**src/sv/spq_pkg.sv**
```systemverilog
// Shared types and constants for the sorted priority queue.
// No dependencies; included by the controller, datapath and top level.
`default_nettype none
package spq_pkg;

  localparam int DEPTH = 8;
  localparam int IDX_W = (DEPTH > 1) ? $clog2(DEPTH) : 1;
  localparam int CNT_W = $clog2(DEPTH + 1);
  localparam int VAL_W = 32;
  localparam int PRI_W = 8;
  localparam int OCNT_W = 4;

  typedef enum logic [1:0] {
    STAT_OK    = 2'd0,
    STAT_FULL  = 2'd1,
    STAT_EMPTY = 2'd2
  } status_t;

  typedef enum logic {
    MODE_ENQ = 1'b0,
    MODE_DEQ = 1'b1
  } mode_t;

  typedef enum logic {
    CTL_IDLE   = 1'b0,
    CTL_RESULT = 1'b1
  } ctl_state_t;

  // Controller to datapath.
  typedef struct packed {
    logic    load;    // capture a new result
    logic    enq;     // insert the request entry
    logic    deq;     // remove the head entry
    status_t status;
  } dp_cmd_t;

  // Datapath to controller.
  typedef struct packed {
    logic full;
    logic empty;
  } dp_stat_t;

endpackage
`default_nettype wire

```
**src/sv/spq_ctrl.sv**
```systemverilog
// Handshake controller for the sorted priority queue.
// Depends on spq_pkg; drives commands into spq_datapath.
`default_nettype none
module spq_ctrl (
  input  wire logic              clk,
  input  wire logic              rst,
  input  wire logic              s_tvalid,
  output logic                   s_tready,
  input  wire logic              mode,
  output logic                   m_tvalid,
  input  wire logic              m_tready,
  input  wire spq_pkg::dp_stat_t dp_stat,
  output spq_pkg::dp_cmd_t       dp_cmd
);
  import spq_pkg::*;

  ctl_state_t state, state_next;
  logic       accept;

  always_ff @(posedge clk) begin
    if (rst) begin
      state <= CTL_IDLE;
    end else begin
      state <= state_next;
    end
  end

  always_comb begin
    state_next = state;
    s_tready   = 1'b0;
    m_tvalid   = 1'b0;
    unique case (state)
      CTL_IDLE: begin
        s_tready = 1'b1;
      end
      CTL_RESULT: begin
        m_tvalid = 1'b1;
        // free the result register as it is taken
        s_tready = m_tready;
      end
      default: begin
        s_tready = 1'b0;
      end
    endcase
    accept = s_tvalid && s_tready;
    if (accept) begin
      state_next = CTL_RESULT;
    end else if (state == CTL_RESULT && m_tready) begin
      state_next = CTL_IDLE;
    end
  end

  always_comb begin
    dp_cmd        = '0;
    dp_cmd.status = STAT_OK;
    dp_cmd.load   = accept;
    if (mode == MODE_ENQ) begin
      if (dp_stat.full) begin
        dp_cmd.status = STAT_FULL;
      end else begin
        dp_cmd.enq = accept;
      end
    end else begin
      if (dp_stat.empty) begin
        dp_cmd.status = STAT_EMPTY;
      end else begin
        dp_cmd.deq = accept;
      end
    end
  end

endmodule
`default_nettype wire

```
**src/sv/spq_datapath.sv**
```systemverilog
// Sorted shift-register cells, entry count and result register.
// Depends on spq_pkg; commanded by spq_ctrl.
`default_nettype none
module spq_datapath (
  input  wire logic                          clk,
  input  wire logic                          rst,
  input  wire spq_pkg::dp_cmd_t              dp_cmd,
  output spq_pkg::dp_stat_t                  dp_stat,
  input  wire logic signed [spq_pkg::VAL_W-1:0] value,
  input  wire logic [spq_pkg::PRI_W-1:0]     priority_req,
  output logic signed [spq_pkg::VAL_W-1:0]   value_out,
  output logic [1:0]                         status,
  output logic [spq_pkg::OCNT_W-1:0]         count_out
);
  import spq_pkg::*;

  localparam logic [CNT_W-1:0] FULL_CNT = CNT_W'(DEPTH);

  logic signed [VAL_W-1:0] val_q [DEPTH];
  logic [PRI_W-1:0]        pri_q [DEPTH];
  logic [CNT_W-1:0]        count;
  logic [DEPTH-1:0]        ge;
  logic [CNT_W+OCNT_W-1:0] count_ext;

  assign dp_stat.full  = (count == FULL_CNT);
  assign dp_stat.empty = (count == '0);

  // Cells holding priority >= the request form a prefix of the sorted array.
  for (genvar i = 0; i < DEPTH; i++) begin : g_cell
    assign ge[i] = (CNT_W'(i) < count) && (pri_q[i] >= priority_req);

    always_ff @(posedge clk) begin
      if (dp_cmd.enq) begin
        if (!ge[i]) begin
          if (i == 0) begin
            val_q[i] <= value;
            pri_q[i] <= priority_req;
          end else if (ge[(i > 0) ? i - 1 : 0]) begin
            val_q[i] <= value;
            pri_q[i] <= priority_req;
          end else begin
            // make room: take the entry from the cell ahead
            val_q[i] <= val_q[(i > 0) ? i - 1 : 0];
            pri_q[i] <= pri_q[(i > 0) ? i - 1 : 0];
          end
        end
      end else if (dp_cmd.deq && i < DEPTH - 1) begin
        // advance every entry toward the head
        val_q[i] <= val_q[(i < DEPTH - 1) ? i + 1 : i];
        pri_q[i] <= pri_q[(i < DEPTH - 1) ? i + 1 : i];
      end
    end
  end

  always_ff @(posedge clk) begin
    if (rst) begin
      count <= '0;
    end else if (dp_cmd.enq) begin
      count <= count + CNT_W'(1);
    end else if (dp_cmd.deq) begin
      count <= count - CNT_W'(1);
    end
  end

  assign count_ext = {{OCNT_W{1'b0}}, count};

  always_ff @(posedge clk) begin
    if (dp_cmd.load) begin
      value_out <= dp_cmd.deq ? val_q[0] : '0;
      status    <= dp_cmd.status;
      if (dp_cmd.enq) begin
        count_out <= OCNT_W'(count_ext + (CNT_W + OCNT_W)'(1));
      end else if (dp_cmd.deq) begin
        count_out <= OCNT_W'(count_ext - (CNT_W + OCNT_W)'(1));
      end else begin
        count_out <= count_ext[OCNT_W-1:0];
      end
    end
  end

endmodule
`default_nettype wire

```
**src/sv/sorted_priority_queue.sv**
```systemverilog
// Top level of the sorted priority queue: stream ports, controller and datapath.
// Depends on spq_pkg, spq_ctrl and spq_datapath.
`default_nettype none
// Bounded priority queue of DEPTH entries kept sorted highest priority first in a
// row of shift cells. Each request (s_tuser 0 enqueue, 1 dequeue) gives one result.
// An enqueue lands behind all entries of greater or equal priority; a full queue
// refuses it with status 1, an empty queue refuses a dequeue with status 2.
// All cells compare against the new priority in parallel and shift in the same cycle
// that the request is accepted. A new request is taken while the previous result is
// being transferred, so one request per cycle is sustained while m_tready is high.
module sorted_priority_queue (
  input  wire logic        clk,
  input  wire logic        rst,
  input  wire logic        s_tvalid,
  output logic             s_tready,
  input  wire logic [39:0] s_tdata,  // [31:0] value, [39:32] priority_req
  input  wire logic        s_tuser,  // [0] mode
  output logic             m_tvalid,
  input  wire logic        m_tready,
  output logic [39:0]      m_tdata,  // [31:0] value_out, [35:32] count_out, rest zero
  output logic [1:0]       m_tuser   // [1:0] status
);
  import spq_pkg::*;

  dp_cmd_t                 dp_cmd;
  dp_stat_t                dp_stat;
  logic signed [VAL_W-1:0] value_out;
  logic [OCNT_W-1:0]       count_out;

  spq_ctrl u_ctrl (
    .clk      (clk),
    .rst      (rst),
    .s_tvalid (s_tvalid),
    .s_tready (s_tready),
    .mode     (s_tuser),
    .m_tvalid (m_tvalid),
    .m_tready (m_tready),
    .dp_stat  (dp_stat),
    .dp_cmd   (dp_cmd)
  );

  spq_datapath u_dp (
    .clk          (clk),
    .rst          (rst),
    .dp_cmd       (dp_cmd),
    .dp_stat      (dp_stat),
    .value        (s_tdata[31:0]),
    .priority_req (s_tdata[39:32]),
    .value_out    (value_out),
    .status       (m_tuser),
    .count_out    (count_out)
  );

  assign m_tdata = {4'b0000, count_out, value_out};

endmodule
`default_nettype wire

```
**config.mk**
```make
export PLATFORM = sky130hd
export DESIGN_NAME = sorted_priority_queue
export DESIGN_NICKNAME = d
export VERILOG_FILES = /design/src/sv/spq_pkg.sv /design/src/sv/spq_ctrl.sv /design/src/sv/spq_datapath.sv /design/src/sv/sorted_priority_queue.sv
export SDC_FILE = /design/constraint.sdc
export NUM_CORES = 1
export LEC_CHECK = 0
export BUFFER_PORTS_ARGS = -buffer_cell sky130_fd_sc_hd__buf_2
export CORE_UTILIZATION = 56
export CTS_BUF_LIST = sky130_fd_sc_hd__clkbuf_8
export CTS_CLUSTER_DIAMETER = 200
export DETAILED_ROUTE_END_ITERATION = 6
export PLACE_DENSITY = 0.75
export SLEW_MARGIN = 20
export SYNTH_ARGS = -nofsm -noshare
export SYNTH_HDL_FRONTEND = slang
export SYNTH_HIERARCHICAL = 1
export SYNTH_SLANG_ARGS = --single-unit
```
**constraint.sdc**
```tcl
create_clock -name clk -period 7.85 [get_ports clk]
set_clock_uncertainty 0.2 [all_clocks]
set_input_delay 0.3925 -clock clk [delete_from_list [all_inputs] [get_ports clk]]
set_output_delay 0.3925 -clock clk [all_outputs]
set_load 0.01 [all_outputs]
```
==> After elaboration in Yosys (flattened, before gate mapping) <==
Memory sizes are Yosys's and may differ from the RTL's.
Index checks and enable logic that the tools add are counted.
{ "totals": {"regBits": 43, "ramBits": 320, "input_bits": 45, "out_inout_bits": 44, "elab_cells": 174, "mem_count": 2} }
{ "mem_list": {"columns": ["name", "words", "width", "rd", "rd_clocked_by_memory_dff", "wr", "line", "source"], "rows": [
  ["u_dp.val_q", 8, 32, 8, 0, 8, "spq_datapath.sv:19", "logic signed [VAL_W-1:0] val_q [DEPTH];"],
  ["u_dp.pri_q", 8, 8, 8, 0, 8, "spq_datapath.sv:20", "logic [PRI_W-1:0] pri_q [DEPTH];"]
]} }
{ "classes": {"addsub": 4, "order_cmp": 16, "eq_ne": 1, "n_mux": 104, "n_bitwise": 29, "n_reduce_logical": 13} }
{ "op_table": {"columns": ["cell", "count"], "rows": [
  ["32-bit 2-to-1 mux", 14],
  ["8-bit 2-to-1 mux", 14],
  ["1-bit 2-to-1 mux", 69],
  ["8-bit >= comparator", 8],
  ["1-bit OR", 28],
  ["3-bit by 4-bit < comparator with 1-bit output, first input constant", 4],
  ["4-bit 2-to-1 mux", 4],
  ["1-bit logical AND", 10],
  ["4-bit by 1-bit adder with 4-bit output, second input constant", 2],
  ["1-bit by 4-bit < comparator with 1-bit output, first input constant", 2],
  ["2-bit by 4-bit < comparator with 1-bit output, first input constant", 2],
  ["4-bit by 1-bit subtractor with 4-bit output, second input constant", 2],
  ["4-bit equality test, second input constant", 1],
  ["4-bit zero test", 1],
  ["2-bit 2-to-1 mux", 2],
  ["2-bit nonzero test", 2],
  ["1-bit case mux with 2 select lines", 1],
  ["1-bit NOT", 1]
]} }

==> Logic depth before layout (Yosys ltp) <==
{ "depth": {"depth_word": 9, "depth_mapped": 13, "mapped_depth_nobuf": 10} }

==> Modules after synthesis <==
Netlist, hierarchy kept.
{ "modules_own_cells": {"columns": ["mod", "instances", "cells_each", "area_per_inst_um2", "seq_area_each_um2"], "rows": [
  ["spq_datapath", 1, 1518, 18008.5, 10830.4],
  ["spq_ctrl", 1, 10, 106.4, 20.0],
  ["sorted_priority_queue", 1, 5, 33.8, 0.0]
]} }

==> Worst setup path before layout <==
Ideal clock, no wire load.
{ "synth_path": {"kind": "register -> register", "startpoint": "reg u_dp.count[0]", "endpoint": "mem u_dp.pri_q[1][2] (netlist: u_dp/pri_q[0][10]), enable pin", "arrival_time_ns": 3.686, "t_required_ns": 7.188, "slack_ns": 3.503, "stages_incl_launch_ff": 9, "path_buffers": 1, "period_less_slack_ns": 4.347, "path_cell_list": "dfxtp_1 > inv_1 > ha_1 > inv_1 > nor3b_1 > nor4b_4 > clkbuf_1 > nor2_1 > a31oi_1"} }
{ "synth_lines": {"columns": ["item", "line", "source"], "rows": [
  ["start: declaration", "spq_datapath.sv:21", "logic [CNT_W-1:0] count;"],
  ["start signal: assignment", "spq_datapath.sv:59", "count <= count + CNT_W'(1);"],
  ["start signal: assignment", "spq_datapath.sv:61", "count <= count - CNT_W'(1);"],
  ["end: declaration", "spq_datapath.sv:20", null]
]} }

==> metrics.txt <==
post-route insts no fill=2069; Max Root-Sink Buffers=3; minimum clock period=4720 ps; vias in the first global route=13400; Setup WS post-layout=3130 ps; IO buf count=84; Critical Path RT=7990 ps; hold buffer count at CTS=42; Slew @ Worst Pin=995 ps; kind of critical path=reg -> reg; CTS H-tree depth=2; # rows=65; CP Cell Sequence=inv_1 -> ha_1 -> inv_1 -> nor3b_1 -> nor4b_4 -> buf_4 -> inv_2 -> a21o_1 -> a31oi_4 -> buf_4 -> and2_1 -> buf_4 -> o21ai_0; routability cong.=0.866; Synth Flop Type=edfxtp_1; Die H=182 um; # setup viols final=0; layout cells sized above 1=14.9%; final core occ=64.4%; DR vias/cell=6.51; Post-DP HPWL=26200 um; antenna-violating nets left=0; unrepaired setup endpoints after global routing=false; WHS=85.0 ps; core area=31700 sq um; worst skew pair latency=610 ps; Tot GR Track Use=28.4%; CP most frequent cell=buf_4; die area=33100 sq um; Max Freq=212 MHz; slew margin rel.=33.1%; syn_area_per_cell=11.8 sq um; CTS buffer count=60; Netlist cell types=51; FFs w/ async S/R, synth=0%; WL/cell=22.4 um; Final Cycle Share=60.2%; fin nets=1735; CTS clock-pin slew for the worst setup and hold paths=60 ps; total congestion overflow=0; Power Density=245 nW/um^2; top cells by count, synth=358 x edfxtp_1, 282 x nand2_1, 161 x nand3_1; Post-synth EDFFs=358; Setup TNS=0 ps; router iterations before antenna repair=5; CP Capture Type=flop; synth warn=6; CTS tree=built; post-synth top area share=59.2%; final hold viol count=0; Post-Synthesis Cells=1533; Sequential cell area=10900 sq um; total inserted antenna cells=0; final wirelength=46400 um; Sink Count=363; I/O pin cnt=89; CTS-repair resized insts=0; pre-CTS setup slack=3210 ps; Setup crit start kind=flop; LEAKAGE=0.00722 uW; Die W=182 um; Synth Register Bits=363; worst hold path class=in -> reg; multi-input logic area=6820 sq um; largest net degree at the start of global routing=195; peak supply drop=134 uV; Initial Util=57.2%; dpl cells=1920; Post-Synthesis Cell Area=18100 sq um; dominant cell type by area after synthesis=edfxtp_1; status=finished, final reports clean; most common cell in the netlist=edfxtp_1; post-CTS setup buffer count=0; slowest cell on the critical path=and2_1; slowest cell delay on critical path=690 ps; Seq/Total Area, Yosys=59.8%; DR DRC count=0; CP max FO=28; Worst EP arrival=4860 ps; Via Count=13500; Root Driver=clkbuf_8; final slew viol count=0; largest cells by area after synthesis=edfxtp_1 59%, o211ai_1 6.5%, nand2_1 5.8%; MaxCap Viol Count=0; Layout area overhead=12.5%; initial drt markers=1680; number of fill cells=2431; first-pass GRT wire length=73900 um; initial antenna violation count=0
-- through the flow --
stage	power (uW)	area, sq um
2_1_floorplan	3150	18200
4_1_cts	5020	20400
6_report	5010	20400
5_1_grt	5220	20400
3_3_place_gp	3400	18900
3_5_place_dp	3440	18900
-- path summary, 6_finish.rpt --
check	from	slack, ps	to	cells after the start
max	u_dp/count[0]	3130	u_dp/pri_q[0][24]	13
min	s_tdata[32]	80	u_dp/pri_q[1][24]	2
max reg2reg	u_dp/count[0]	3130	u_dp/pri_q[0][24]	13
min reg2reg	u_dp/val_q[1][122]	340	u_dp/val_q[1][90]	2
-- layout by cell type (no fill, tap or decap), drive strengths merged, types with 42 or more instances in the layout --
master and count:
a221o 79, nand3 161, edfxtp 358, buf 110, nand2 282, ha 68
o211ai 157, clkbuf 60, a21oi 89, dlygate4sd3 42
-- layer usage --
metal | GRT usage, % | up-vias | part of all wire (%)
li1 | - | 6126 | -
met4 | 8.91 | 0 | 2.2
met2 | 45.1 | 712 | 47
met1 | 39.9 | 6548 | 42
met5 | 0 | - | 0
met3 | 5.01 | 90 | 9.0
-- flip-flops by register name, indices dropped and copies added, names as in the netlist --
register and cells:
u_dp/val_q 256, u_dp/status 2, u_dp/count_out 4, u_dp/pri_q 64, u_ctrl/state 1, u_dp/value_out 32, u_dp/count 4
-- final cells by class --
| class | instances | share of cell area, % |
|---|---|---|
| Tap cell | 402 | 2.46 |
| Inverter | 21 | 0.386 |
| Clock buffer | 60 | 4.05 |
| Timing Repair Buffer | 152 | 5.20 |
| Clock inverter | 47 | 1.36 |
| Sequential cell | 363 | 53.2 |
| Multi-Input combinational cell | 1024 | 33.4 |
-- cells by family (layout without fill, tap and decap cells) --
family                   Yosys count  after routing  share of synthesized area [%]
AND/OR/NAND/NOR                  519            519                           12.9
adder cells (fa/ha/maj)           68             68                           4.69
XOR/XNOR                           3              3                          0.145
multiplexers                      40             40                           2.48
buffers and inverters            149            280                           3.54
other                              1              4                         0.0207
AO/OA/AOI/OAI                    390            390                           16.4
flip-flops                       363            363                           59.8
-- power breakdown --
group	internal (uW)	switching [uW]	total, uW
clock network	808	766	1570
logic	309	556	865
registers	2440	126	2570
-- worst max-delay path: cells and delay by family, from the launching register on --
family,cells,cell delay (ps)
flops,1,430
buf+inv,6,1500
compound gates,3,1030
simple gates,3,1040
fa+ha+maj,1,220
(Power assumes the default switching activity.)
